$ cat src/rtl/core/ssc_pkg.sv
`timescale 1ns / 1ps
// ----------------------------------------------------------------------------
// ssc_pkg
// Shared sizes, types and state codes of the subset sum counter.
// ----------------------------------------------------------------------------
package ssc_pkg;

  // Store depth and field widths
  localparam int MAX_ELEMENTS = 20;
  localparam int ELEM_W       = 18;
  localparam int TARGET_W     = 22;
  localparam int COUNT_W      = 20;

  // Derived sizes
  localparam int IDX_W  = (MAX_ELEMENTS > 1) ? $clog2(MAX_ELEMENTS) : 1;
  localparam int LOAD_W = $clog2(MAX_ELEMENTS + 1);
  localparam int MASK_W = MAX_ELEMENTS;
  localparam int SUM_W  = ELEM_W + ((MAX_ELEMENTS > 1) ? $clog2(MAX_ELEMENTS) : 0) + 1;
  localparam int CMP_W  = (SUM_W > TARGET_W) ? SUM_W : TARGET_W;

  localparam logic [COUNT_W-1:0] COUNT_MAX = {COUNT_W{1'b1}};
  localparam logic [MASK_W-1:0]  MASK_ONES = {MASK_W{1'b1}};

  // Store write port
  typedef struct packed {
    logic                     we;
    logic [IDX_W-1:0]         addr;
    logic signed [ELEM_W-1:0] data;
  } load_t;

  // Start of a count
  typedef struct packed {
    logic              go;
    logic [MASK_W-1:0] last_mask;
    logic              ovf;
  } launch_t;

  // Enumerator control
  typedef enum logic [1:0] {
    ENUM_IDLE,
    ENUM_RUN,
    ENUM_DRAIN
  } enum_state_t;

endpackage

$ cat src/rtl/core/subset_sum_counter_core.sv
`timescale 1ns / 1ps
// ----------------------------------------------------------------------------
// subset_sum_counter_core
// Loads up to MAX_ELEMENTS signed elements and, on the last one, counts the
// non-empty subsets whose sum equals the target.
// ----------------------------------------------------------------------------
// Elements are taken one per cycle while busy is low. The element marked
// last raises busy and starts the count: the enumerator visits the 2^n - 1
// non-empty subsets of n stored elements in Gray-code order, one store read
// per subset, and each step passes through the store read, the running sum
// and compare, and the result register. The result shows on subset_count and
// overflow_flag for one cycle with done high and cannot be held off; busy
// drops in that same cycle, so the next set may start loading at once.
// Elements past the store depth are dropped and flagged. The user must write
// target_sum with target_we only while no count is running; the block itself
// does not enforce it.
// ----------------------------------------------------------------------------
module subset_sum_counter_core (
  input  logic                                 clk,
  input  logic                                 rst,
  input  logic                                 start,
  output logic                                 busy,
  input  logic signed [ssc_pkg::ELEM_W-1:0]    element_value,
  input  logic                                 last_element,
  input  logic                                 target_we,
  input  logic signed [ssc_pkg::TARGET_W-1:0]  target_sum,
  output logic                                 done,
  output logic [ssc_pkg::COUNT_W-1:0]          subset_count,
  output logic                                 overflow_flag
);

  logic signed [ssc_pkg::TARGET_W-1:0] target;
  logic [ssc_pkg::LOAD_W-1:0]          loaded_count;
  logic [ssc_pkg::LOAD_W-1:0]          n_new;
  logic                                overflow_seen;
  logic                                accept;
  logic                                room;

  ssc_pkg::load_t   load;
  ssc_pkg::launch_t launch;

  // Target register
  always_ff @(posedge clk) begin
    if (rst)            target <= '0;
    else if (target_we) target <= target_sum;
  end

  // Input transfer and store fill
  assign accept = start && !busy;
  assign room   = (loaded_count < ssc_pkg::LOAD_W'(ssc_pkg::MAX_ELEMENTS));
  assign n_new  = room ? loaded_count + ssc_pkg::LOAD_W'(1) : loaded_count;

  assign load.we   = accept && room;
  assign load.addr = loaded_count[ssc_pkg::IDX_W-1:0];
  assign load.data = element_value;

  assign launch.go        = accept && last_element;
  assign launch.last_mask = ssc_pkg::MASK_ONES >>
                            (ssc_pkg::LOAD_W'(ssc_pkg::MAX_ELEMENTS) - n_new);
  assign launch.ovf       = overflow_seen || !room;

  always_ff @(posedge clk) begin
    if (rst) begin
      loaded_count  <= '0;
      overflow_seen <= 1'b0;
    end else if (launch.go) begin
      loaded_count  <= '0;
      overflow_seen <= 1'b0;
    end else if (accept) begin
      if (room) loaded_count  <= n_new;
      else      overflow_seen <= 1'b1;
    end
  end

  // Store and enumerator
  ssc_enum u_enum (
    .clk           (clk),
    .rst           (rst),
    .load          (load),
    .launch        (launch),
    .target        (target),
    .busy          (busy),
    .done          (done),
    .subset_count  (subset_count),
    .overflow_flag (overflow_flag)
  );

endmodule

$ cat src/rtl/core/ssc_enum.sv
`timescale 1ns / 1ps
// ----------------------------------------------------------------------------
// ssc_enum
// Element store and Gray-code subset enumerator. Walks every non-empty
// subset, one store read per subset, keeping a running sum and a hit count.
// ----------------------------------------------------------------------------
module ssc_enum (
  input  logic                                    clk,
  input  logic                                    rst,
  input  ssc_pkg::load_t                          load,
  input  ssc_pkg::launch_t                        launch,
  input  logic signed [ssc_pkg::TARGET_W-1:0]     target,
  output logic                                    busy,
  output logic                                    done,
  output logic [ssc_pkg::COUNT_W-1:0]             subset_count,
  output logic                                    overflow_flag
);

  // Element store, registered read
  logic signed [ssc_pkg::ELEM_W-1:0] mem [ssc_pkg::MAX_ELEMENTS];
  logic signed [ssc_pkg::ELEM_W-1:0] rd_data;

  ssc_pkg::enum_state_t state, state_next;

  logic [ssc_pkg::MASK_W-1:0] step;
  logic [ssc_pkg::MASK_W-1:0] last_mask;
  logic                       ovf;
  logic [ssc_pkg::IDX_W-1:0]  rd_idx;
  logic                       rd_en;
  logic                       step_last;

  logic                       rd_valid;
  logic                       rd_last;
  logic [ssc_pkg::IDX_W-1:0]  rd_idx_q;

  logic [ssc_pkg::MASK_W-1:0]        gray;
  logic signed [ssc_pkg::CMP_W-1:0]  sum;
  logic signed [ssc_pkg::CMP_W-1:0]  elem_ext;
  logic signed [ssc_pkg::CMP_W-1:0]  target_ext;
  logic                              sum_valid;
  logic                              sum_last;

  logic [ssc_pkg::COUNT_W-1:0] count;
  logic [ssc_pkg::COUNT_W-1:0] count_next;
  logic                        hit;

  // Bit toggled by Gray step k is the lowest set bit of k
  always_comb begin
    rd_idx = '0;
    for (int i = ssc_pkg::MASK_W - 1; i >= 0; i--) begin
      if (step[i]) rd_idx = ssc_pkg::IDX_W'(i);
    end
  end

  assign step_last = (step == last_mask);

  // Store write and read
  always_ff @(posedge clk) begin
    if (load.we) mem[load.addr] <= load.data;
    if (rd_en) rd_data <= mem[rd_idx];
  end

  // Control state
  always_ff @(posedge clk) begin
    if (rst) state <= ssc_pkg::ENUM_IDLE;
    else     state <= state_next;
  end

  always_comb begin
    state_next = state;
    rd_en      = 1'b0;
    unique case (state)
      ssc_pkg::ENUM_IDLE: begin
        if (launch.go) state_next = ssc_pkg::ENUM_RUN;
      end
      ssc_pkg::ENUM_RUN: begin
        rd_en = 1'b1;
        if (step_last) state_next = ssc_pkg::ENUM_DRAIN;
      end
      ssc_pkg::ENUM_DRAIN: begin
        if (sum_valid && sum_last) state_next = ssc_pkg::ENUM_IDLE;
      end
      default: state_next = ssc_pkg::ENUM_IDLE;
    endcase
  end

  assign busy = (state != ssc_pkg::ENUM_IDLE);

  // Step counter and launch capture
  always_ff @(posedge clk) begin
    if (launch.go && !busy) begin
      step      <= ssc_pkg::MASK_W'(1);
      last_mask <= launch.last_mask;
      ovf       <= launch.ovf;
    end else if (rd_en) begin
      step <= step + ssc_pkg::MASK_W'(1);
    end
  end

  // Read stage
  always_ff @(posedge clk) begin
    if (rst) rd_valid <= 1'b0;
    else     rd_valid <= rd_en;
  end

  always_ff @(posedge clk) begin
    rd_idx_q <= rd_idx;
    rd_last  <= step_last;
  end

  // Running sum stage: add on set, subtract on clear
  assign elem_ext   = ssc_pkg::CMP_W'(rd_data);
  assign target_ext = ssc_pkg::CMP_W'(target);

  always_ff @(posedge clk) begin
    if (rst) sum_valid <= 1'b0;
    else     sum_valid <= rd_valid;
  end

  always_ff @(posedge clk) begin
    if (launch.go && !busy) begin
      gray <= '0;
      sum  <= '0;
    end else if (rd_valid) begin
      gray[rd_idx_q] <= ~gray[rd_idx_q];
      if (gray[rd_idx_q]) sum <= sum - elem_ext;
      else                sum <= sum + elem_ext;
    end
    sum_last <= rd_last;
  end

  // Compare and count stage, saturating
  assign hit = sum_valid && (sum == target_ext);
  assign count_next = (hit && count != ssc_pkg::COUNT_MAX) ?
                      count + ssc_pkg::COUNT_W'(1) : count;

  always_ff @(posedge clk) begin
    if (launch.go && !busy) count <= '0;
    else                    count <= count_next;
  end

  // Result register
  always_ff @(posedge clk) begin
    if (rst) done <= 1'b0;
    else     done <= sum_valid && sum_last;
  end

  always_ff @(posedge clk) begin
    if (sum_valid && sum_last) begin
      subset_count  <= count_next;
      overflow_flag <= ovf;
    end
  end

endmodule
$ cat config.mk
export PLATFORM = sky130hd
export DESIGN_NAME = subset_sum_counter_core
export DESIGN_NICKNAME = d
export VERILOG_FILES = /design/src/rtl/core/ssc_pkg.sv /design/src/rtl/core/subset_sum_counter_core.sv /design/src/rtl/core/ssc_enum.sv
export SDC_FILE = /design/constraint.sdc
export NUM_CORES = 1
export LEC_CHECK = 0
export BUFFER_PORTS_ARGS = -buffer_cell sky130_fd_sc_hd__buf_2
export CAP_MARGIN = 20
export CORE_MARGIN = 8
export CORE_UTILIZATION = 53
export CTS_CLUSTER_DIAMETER = 100
export DETAILED_ROUTE_END_ITERATION = 10
export PLACE_DENSITY = 0.7
export SLEW_MARGIN = 10
export SYNTH_ARGS = -nofsm -noshare
export SYNTH_HDL_FRONTEND = slang
export SYNTH_SLANG_ARGS = --single-unit
$ cat constraint.sdc
create_clock -name clk -period 14.15 [get_ports clk]
set_input_delay 2.83 -clock clk [delete_from_list [all_inputs] [get_ports clk]]
set_output_delay 2.83 -clock clk [all_outputs]
set_load 0.1 [all_outputs]
==> results.cfg, run 1 <==
[placed_design]
place_ws_ns = 7.84
dp_cells = 2498
port_buffers = 67
dpl.hpwl_um = 32400
gp_congestion = 0.862

[synth]
synth_compound_area_share_pct = 7.88
avgSynthCellArea_sq_um = 12.4
synth-adder-area-share_pct = 1.82
syn_area_sq_um = 23800
ys_seq_elements = 544
synthArstFlopShare_pct = 0
synth_edf_count = 420
synthXorXnorAreaFrac_pct = 4.01
synth-main-ff-cell = edfxtp_1
yosysUniqueCellTypes = 70
ys_seq_area_share_pct = 63.4
synthDominantCellAreaShare_pct = 53.0
synth-simple-area-share_pct = 12.6
synth_area_leaders = edfxtp_1 (53%), dfxtp_1 (10%), mux2i_1 (7.4%)
synth_top_family_by_area = simple AND/OR/NAND/NOR gates
syn_nets = 2005
yosysWarnings = 0
synthCells = 1926
yosysTopAreaCell = edfxtp_1
synth_mux_area_share_pct = 7.93

[timing]
max_freq_mhz = 191
finalHoldViolCount = 0
fin_crit_ns = 5.23
setup_slack_ns = 8.92
period_share_pct = 37.0
hold_ws_ns = 0.370
setup_tns_ns = 0
rsz0062_at_grt = no
setup_viol = 0
relSlewSlack_pct = 28.2
finClkSkew_ns = 0.0363
finalMaxSlewViolations = 0
worstMarginPinSlew_ns = 1.08

[global_route]
antenna_found_initial = 0
grt_pass1_vias = 14564
grt_start_max_net_pins = 92
grt_overflow = 0
grt_pass1_wl_um = 80400
grt_usage_pct = 19.0

[critical_path]
critical_path_class = register to register
slowest_delay_ns = 0.70
crit_buf_inv = 2
cp_max_fo = 32
crit_family = compound AO/OA/AOI/OAI gates
required_ns = 14.70
path_cells = mux4_2, and2_0, o21ai_0, and3_1, buf_4, nor2b_1, xnor2_1, ha_1, a21o_1, a21o_1, a2111oi_0, buf_4, o211ai_1, a31oi_1, o21bai_1, a2111o_1, nand3_1
cpMaxStageDelayCell = dfxtp_1
worstPathArrival_ns = 5.78
crit_path_end_kind = register
critPathLaunchType = register

[clock_network]
cts_tree = built
clk_path_buf_depth = 3
cts_hold_buf = 0
clock_latency_ns = 0.63
cts_buffers = 55
clock_sinks = 544
htreeDepth = 2
path_clk_slew_ns = 0.06
cts-root-buf = clkbuf_16
cts_resized = 0
post-cts-setup-buffers = 0

[routing]
drt-wirelength-per-cell_um = 19.8
dr.pass1.iters = 5
wl_met3_um = 3040
first_iter_violations = 1093
vias_per_cell = 5.81
post-route-drc-count = 0
wl_met1_um = 22800
vias = 15118
drtAntennaViolNets = 0
top_layer_used = met4
wl_met2_um = 24600
routed_wl_um = 51500

[die]
die_h_um = 228
die_w_um = 228
start_util_pct = 53.7
core_area_sq_um = 44300
io_pins = 68
dieArea_sq_um = 52000
rows = 77

[final_layout]
nets = 2045
area_growth_pct = 11.7
n_antenna_cell = 0
drive_above_1_share_pct = 10.7
finalNonFillerCells = 2604
layout_common_cells = edfxtp_1 (420), nand2_1 (272), mux2i_1 (177), dfxtp_1 (124), nor2_1 (121)
layout_commonest_cell = edfxtp_1
fillers = 3509
utilization_pct = 60.0

[pwr]
switchingPower_mw = 1.11
power_frac_comb_pct = 18.0
pwr_density_cell_nw_per_um2 = 152
pwr-share-clk_pct = 36.5
peakVddDrop_v = 0.000119
seq_power_share_pct = 45.5
p_sw_share_pct = 27.4
p_leak_nw = 9.82
p_int_mw = 2.93

[outcome]
status = finished clean

[worst_hold_path]
holdCritPathClass = register to register

[run]
maxCapViolations = 0
==> through the flow <==
step	power (mW)	instance area (sq um)
2_1_floorplan	2.40	23800
3_3_place_gp	2.57	24700
3_5_place_dp	2.59	24700
4_1_cts	4.06	26600
5_1_grt	4.20	26600
6_report	4.04	26600
==> worst paths after layout <==
kind                                            startpoint                          end  slack [ns]  depth (start not counted)
worst max register to register  u_enum.rd_idx_q[0]$_DFF_P_  u_enum.sum[20]$_SDFFE_PP0P_        8.92                         17
worst min register to register      u_enum.rd_last$_DFF_P_      u_enum.sum_last$_DFF_P_        0.37                          0
worst max-delay path            u_enum.rd_idx_q[0]$_DFF_P_  u_enum.sum[20]$_SDFFE_PP0P_        8.92                         17
worst min-delay path                u_enum.rd_last$_DFF_P_      u_enum.sum_last$_DFF_P_        0.37                          0
==> sequential cells by signal (all words and copies together), names as in the netlist <==
name,cells
u_enum.count,20
u_enum.gray,20
u_enum.state,2
u_enum.last_mask,20
u_enum.ovf,1
u_enum.sum_last,1
u_enum.subset_count,20
u_enum.mem,360
overflow_seen,1
u_enum.sum,24
u_enum.rd_valid,1
u_enum.done,1
u_enum.rd_idx_q,5
u_enum.rd_last,1
target,22
u_enum.step,20
u_enum.overflow_flag,1
loaded_count,5
u_enum.rd_data,18
u_enum.sum_valid,1
==> metal layers <==
layer  track usage (%)  vias to the layer above
met3              2.54                       82
met2              31.7                      459
met4              5.33                        0
li1                  -                     7179
met1              26.1                     7398
met5                 0                        -
==> power by group through the flow <==
stage               Sequential (mW)  Clock (mW)  Combinational, mW
global placement               1.87           0              0.704
detailed placement             1.87           0              0.722
floorplan                      1.84           0              0.561
CTS                            1.84        1.50              0.725
global route                   1.84        1.56              0.804
finish                         1.84        1.47              0.729
==> logic make-up (layout without fill, tap and decap cells) <==
logic type	after synthesis	after routing
xor gates and xnor gates	109	109
buffers and inverters	143	229
adders and majority gates	34	34
and+or+nand+nor	651	651
DFF	544	544
muxes	183	183
AOI/OAI and AO/OA	262	262
==> final cells by class <==
class	instances	area (sq um)	share of cell area, %
clock buffers	69	1450	5.45
well taps	592	741	2.78
inverters	36	140	0.527
flip-flops and latches	544	15100	56.8
multi-input cells	1239	8220	30.9
clock inverters	34	413	1.55
repair buffers	90	538	2.02
==> worst register-to-register path, cell delays in order (launching register included) <==
cell and delay, ns:
dfxtp_1 0.70, mux4_2 0.59, and2_0 0.16, o21ai_0 0.13
and3_1 0.40, buf_4 0.40, nor2b_1 0.22, xnor2_1 0.14
ha_1 0.30, a21o_1 0.20, a21o_1 0.21, a2111oi_0 0.44
buf_4 0.20, o211ai_1 0.12, a31oi_1 0.30, o21bai_1 0.17
a2111o_1 0.43, nand3_1 0.06
==> cells in the mapped netlist (all sizes together), types with 6 or more instances <==
| cell type | n |
|---|---|
| nand2 | 274 |
| nor3 | 33 |
| nand2b | 8 |
| o21ai | 35 |
| or4 | 6 |
| xnor2 | 45 |
| and2 | 38 |
| a21o | 12 |
| nor2 | 123 |
| dfxtp | 124 |
| a31oi | 30 |
| nand3 | 78 |
| a211oi | 23 |
| o21a | 6 |
| ha | 33 |
| nor4 | 21 |
| a311oi | 19 |
| xor2 | 64 |
| o211ai | 23 |
| nand4 | 17 |
| edfxtp | 420 |
| o31ai | 10 |
| a21oi | 41 |
| clkbuf | 74 |
| a21boi | 19 |
| buf | 33 |
| nor2b | 11 |
| inv | 34 |
| o221ai | 18 |
| and3 | 12 |
| mux2i | 177 |
| or3 | 12 |
No activity file was read; power rests on OpenSTA's default activity.
==> inputs of run 2 (changes only) <==
==> constraint.sdc (replaced) <==
create_clock -name clk -period 4.95 [get_ports clk]
set_input_delay 0.99 -clock clk [delete_from_list [all_inputs] [get_ports clk]]
set_output_delay 0.99 -clock clk [all_outputs]
set_load 0.1 [all_outputs]
==> run 2 against run 1 <==
Compared with the run above: maximum frequency up 16%; routed wire length increased by 1.0%; total power grew to 2.9 times the previous value; utilization increased by 0.46 points; global-route usage grew 0.32 points; largest cell class unchanged.
==> results.cfg, run 2 (synthesis results as in run 1) <==
[run]
maxCapViolations = 0

[pwr]
switchingPower_mw = 3.13
peakVddDrop_v = 0.000334
p_int_mw = 8.47
power_frac_comb_pct = 18.2
p_leak_nw = 9.94
seq_power_share_pct = 45.3
pwr_density_cell_nw_per_um2 = 433
pwr-share-clk_pct = 36.5
p_sw_share_pct = 27.0

[clock_network]
clock_latency_ns = 0.63
clk_path_buf_depth = 3
path_clk_slew_ns = 0.06
cts_resized = 0
htreeDepth = 2
cts_tree = built
cts_hold_buf = 0
post-cts-setup-buffers = 0
clock_sinks = 544
cts_buffers = 55
cts-root-buf = clkbuf_16

[die]
die_h_um = 228
dieArea_sq_um = 52000
core_area_sq_um = 44300
rows = 77
start_util_pct = 53.7
io_pins = 68
die_w_um = 228

[routing]
post-route-drc-count = 0
drt-wirelength-per-cell_um = 19.8
vias = 15145
first_iter_violations = 1367
routed_wl_um = 52000
vias_per_cell = 5.77
dr.pass1.iters = 7
drtAntennaViolNets = 0

[final_layout]
final_area_sq_um = 26800
drive_above_1_share_pct = 11.4
fillers = 3433
top_regs = u_enum.mem: 360 flops, u_enum.sum: 24 flops, target: 22 flops
nets = 2067
layout_common_cells = edfxtp_1 (420), nand2_1 (272), mux2i_1 (177), dfxtp_1 (124), nor2_1 (121)
multi_input_area_sq_um = 8220
largest_reg_flops = 360
regMostFlops = u_enum.mem
layout_commonest_cell = edfxtp_1
finalNonFillerCells = 2626
seq_area_sq_um = 15100
area_growth_pct = 12.6

[critical_path]
cpMaxStageDelayCell = mux4_2
slowest_delay_ns = 0.53
critPathLaunchType = register
crit_buf_inv = 1
cp_max_fo = 10
critical_path_class = register to register
crit_path_end_kind = register
crit_family = compound AO/OA/AOI/OAI gates
path_cells = mux4_2, and2_0, o21ai_0, and3_1, buf_4, o31ai_1, xor2_1, ha_1, a21o_1, a21o_1, a2111oi_0, o211ai_1, a31oi_1, o21bai_1, a2111o_1, nand3_1
required_ns = 5.50
worstPathArrival_ns = 5.07
critPathMostFrequentCell = a21o_1

[global_route]
antenna_found_initial = 2
grt_pass1_vias = 14740
grt_overflow = 0
grt_pass1_wl_um = 81400
grt_start_max_net_pins = 91
grt_usage_pct = 19.4

[timing]
setup_tns_ns = 0
worstMarginPinSlew_ns = 1.07
finClkSkew_ns = 0.0420
period_share_pct = 91.3
max_freq_mhz = 221
fin_crit_ns = 4.52
finalMaxSlewViolations = 0
hold_ws_ns = 0.329
setup_viol = 0
finalHoldViolCount = 0
setup_slack_ns = 0.429
rsz0062_at_grt = no
relSlewSlack_pct = 28.7

[outcome]
status = finished clean

[placed_design]
gp_congestion = 0.861
place_ws_ns = 0.431
dpl.hpwl_um = 32800
placement.cell_area_sq_um = 24900
port_buffers = 67
dp_cells = 2522

[worst_hold_path]
holdCritPathClass = register to register
## run 2: cell count changes in the layout (fill, tap and decap cells not counted), sizes merged, moves of 2 or more
cell	previous run	this run
clkinv	25	22
clkinvlp	3	1
clkbuf	69	71
buf	90	112
## run 2: worst paths after layout
path	startpoint	endpoint	slack, ns	cells past startpoint
max	u_enum.rd_idx_q[0]$_DFF_P_	u_enum.sum[20]$_SDFFE_PP0P_	0.43	16
min	u_enum.rd_last$_DFF_P_	u_enum.sum_last$_DFF_P_	0.33	0
max reg2reg	u_enum.rd_idx_q[0]$_DFF_P_	u_enum.sum[20]$_SDFFE_PP0P_	0.43	16
min reg2reg	u_enum.rd_last$_DFF_P_	u_enum.sum_last$_DFF_P_	0.33	0
## run 2: worst reg2reg max path: stages (launching register included)
cell	delay, ns
dfxtp_1	0.46
mux4_2	0.53
and2_0	0.16
o21ai_0	0.14
and3_1	0.42
buf_4	0.24
o31ai_1	0.09
xor2_1	0.15
ha_1	0.37
a21o_1	0.19
a21o_1	0.19
a2111oi_0	0.41
o211ai_1	0.16
a31oi_1	0.31
o21bai_1	0.17
a2111o_1	0.43
nand3_1	0.07
## run 2: routing by layer
| layer | global-route usage [%] | up-vias | part of all wire (%) |
|---|---|---|---|
| met2 | 32.8 | 443 | 49 |
| met1 | 25.7 | 7420 | 43 |
| li1 | - | 7210 | - |
| met5 | 0 | - | 0.015 |
| met3 | 3.24 | 70 | 6.2 |
| met4 | 5.11 | 2 | 2.1 |
## run 2: area by class of cell
cell class | instances | share of cell area [%]
clock buffers | 71 | 5.47
inverters | 36 | 0.523
multi-input cells | 1239 | 30.7
diodes | 1 | 0.00934
clock inverters | 31 | 1.48
flip-flops and latches | 544 | 56.3
repair buffers | 112 | 2.75
well taps | 592 | 2.76
## run 2: through the flow
step | power (mW) | utilization, %
3_3_place_gp | 7.39 | 56.2
6_report | 11.6 | 60.5
4_1_cts | 11.7 | 60.4
3_5_place_dp | 7.45 | 56.2
2_1_floorplan | 6.87 | -
5_1_grt | 12.1 | 60.5
## run 2: power by group through the flow
stage | Clock, mW | Sequential [mW] | Combinational [mW]
after floorplan | 0 | 5.27 | 1.60
after global placement | 0 | 5.34 | 2.05
after detailed placement | 0 | 5.35 | 2.10
after CTS | 4.32 | 5.25 | 2.11
after global routing | 4.48 | 5.27 | 2.34
final | 4.24 | 5.25 | 2.11
==> inputs of run 3 (changes only) <==
--- a/config.mk
+++ b/config.mk
@@ -5,13 +5,13 @@
 export SDC_FILE = /design/constraint.sdc
 export NUM_CORES = 1
 export LEC_CHECK = 0
-export BUFFER_PORTS_ARGS = -buffer_cell sky130_fd_sc_hd__buf_2
 export CAP_MARGIN = 20
 export CORE_MARGIN = 8
 export CORE_UTILIZATION = 53
 export CTS_CLUSTER_DIAMETER = 100
 export DETAILED_ROUTE_END_ITERATION = 10
-export PLACE_DENSITY = 0.7
+export DONT_BUFFER_PORTS = 1
+export PLACE_DENSITY = 0.68
 export SLEW_MARGIN = 10
 export SYNTH_ARGS = -nofsm -noshare
 export SYNTH_HDL_FRONTEND = slang
==> run 3 against run 2 <==
Compared with the run above: combinational power down 3%; sequential cell count did not move; final area down 1.8%; setup slack gained 0.074 ns; clock skew is 0.020 ns lower; sequential power barely moved; first-iteration DRC count shrank 11%; via count is 2.2% lower; largest power group unchanged; critical endpoint unchanged.
==> results.cfg, run 3 (synthesis results as in run 1) <==
[routing]
drt-wirelength-per-cell_um = 20.5
vias = 14815
routed_wl_um = 52300
vias_per_cell = 5.79
post-route-drc-count = 0
drtAntennaViolNets = 0
first_iter_violations = 1210
dr.pass1.iters = 5

[critical_path]
required_ns = 5.49
worstPathArrival_ns = 4.99
crit_path_end_kind = register
critPathLaunchType = register
cp_max_fo = 11
critical_path_class = register to register

[global_route]
grt_start_max_net_pins = 91
antenna_found_initial = 1
grt_usage_pct = 19.6
grt_overflow = 0
grt_pass1_vias = 14430
grt_pass1_wl_um = 81300

[clock_network]
path_clk_slew_ns = 0.06
clk_path_buf_depth = 3
clock_latency_ns = 0.62
cts_hold_buf = 0
cts-root-buf = clkbuf_16
cts_tree = built
htreeDepth = 2
clock_sinks = 544
cts_buffers = 55

[die]
dieArea_sq_um = 52000
start_util_pct = 53.7
die_w_um = 228
core_area_sq_um = 44300
io_pins = 68
rows = 77
die_h_um = 228

[timing]
relSlewSlack_pct = 22.1
finClkSkew_ns = 0.0220
worstMarginPinSlew_ns = 1.17
setup_viol = 0
finalMaxSlewViolations = 0
hold_ws_ns = 0.329
setup_tns_ns = 0
period_share_pct = 89.8
rsz0062_at_grt = no
finalHoldViolCount = 0
fin_crit_ns = 4.45
max_freq_mhz = 225
setup_slack_ns = 0.503

[final_layout]
finalNonFillerCells = 2557
nets = 2000
final_area_sq_um = 26300
area_growth_pct = 10.6
layout_commonest_cell = edfxtp_1
drive_above_1_share_pct = 8.60
n_antenna_cell = 0
regMostFlops = u_enum.mem
top_regs = u_enum.mem: 360 flops, u_enum.sum: 24 flops, target: 22 flops
largest_reg_flops = 360
layout_common_cells = edfxtp_1 (420), nand2_1 (272), mux2i_1 (177), dfxtp_1 (124), nor2_1 (121)
utilization_pct = 59.4

[outcome]
status = finished clean

[run]
maxCapViolations = 0

[pwr]
totalPowerFinal_mw = 11.3
peakVddDrop_v = 0.000322
pwr_density_cell_nw_per_um2 = 430
p_leak_nw = 9.61

[placed_design]
dp_cells = 2456
dpl.hpwl_um = 32700
place_ws_ns = 0.357
placement.cell_area_sq_um = 24600
port_buffers = 0
gp_congestion = 0.907

[worst_hold_path]
holdCritPathClass = register to register
## run 3: cell types whose count changed in the layout (fill, tap and decap cells not counted), sizes merged
cell,previous run,this run
buf,112,45
bufinv,8,4
clkinv,22,26
diode,1,0
inv,36,35
## run 3: final timing paths
check                           slack (ns)                          end                       start  cells after the start
worst min register to register        0.33      u_enum.sum_last$_DFF_P_      u_enum.rd_last$_DFF_P_                      0
worst min-delay path                  0.33      u_enum.sum_last$_DFF_P_      u_enum.rd_last$_DFF_P_                      0
worst max-delay path                  0.50  u_enum.sum[20]$_SDFFE_PP0P_  u_enum.rd_idx_q[0]$_DFF_P_                     16
worst max register to register        0.50  u_enum.sum[20]$_SDFFE_PP0P_  u_enum.rd_idx_q[0]$_DFF_P_                     16
## run 3: cell type report
cell class                 instances  area [sq um]
fill                            3489         18000
sequential                       544         15100
timing repair buffer              45           375
multi-input combinational       1239          8220
inverter                          36           140
clock inverter                    30           280
clock buffer                      71          1480
tap                              592           741
## run 3: critical path, stage by stage, from the launching register on
cell and delay (ns):
dfxtp_1 0.51, mux4_2 0.54, and2_0 0.15, o21ai_0 0.13, and3_2 0.33, buf_4 0.19
o31ai_1 0.08, xor2_1 0.15, ha_1 0.37, a21o_1 0.19, a21o_1 0.19, a2111oi_0 0.45
o211ai_1 0.15, a31oi_1 0.31, o21bai_1 0.17, a2111o_1 0.42, nand3_1 0.07
## run 3: what timing repair did
item                       in CTS  in global routing
gates resized for setup         0                  1
buffers inserted                0                  0
setup endpoints to repair       0                  1
hold endpoints to repair        0                  0
## run 3: report_power, final
part / total [mW] / switching, mW / internal [mW]
Sequential: 5.25 / 0.164 / 5.08
Clock: 4.02 / 1.70 / 2.32
Combinational: 2.05 / 1.19 / 0.858
Total: 11.3 / 3.06 / 8.26
## run 3: layer usage
layer	vias up	global-route usage, %	wire, um
met2	420	33.1	25400
met3	87	3.57	3250
met5	-	0	0
met4	0	6.44	1280
met1	7250	25.2	22500
li1	7058	-	-
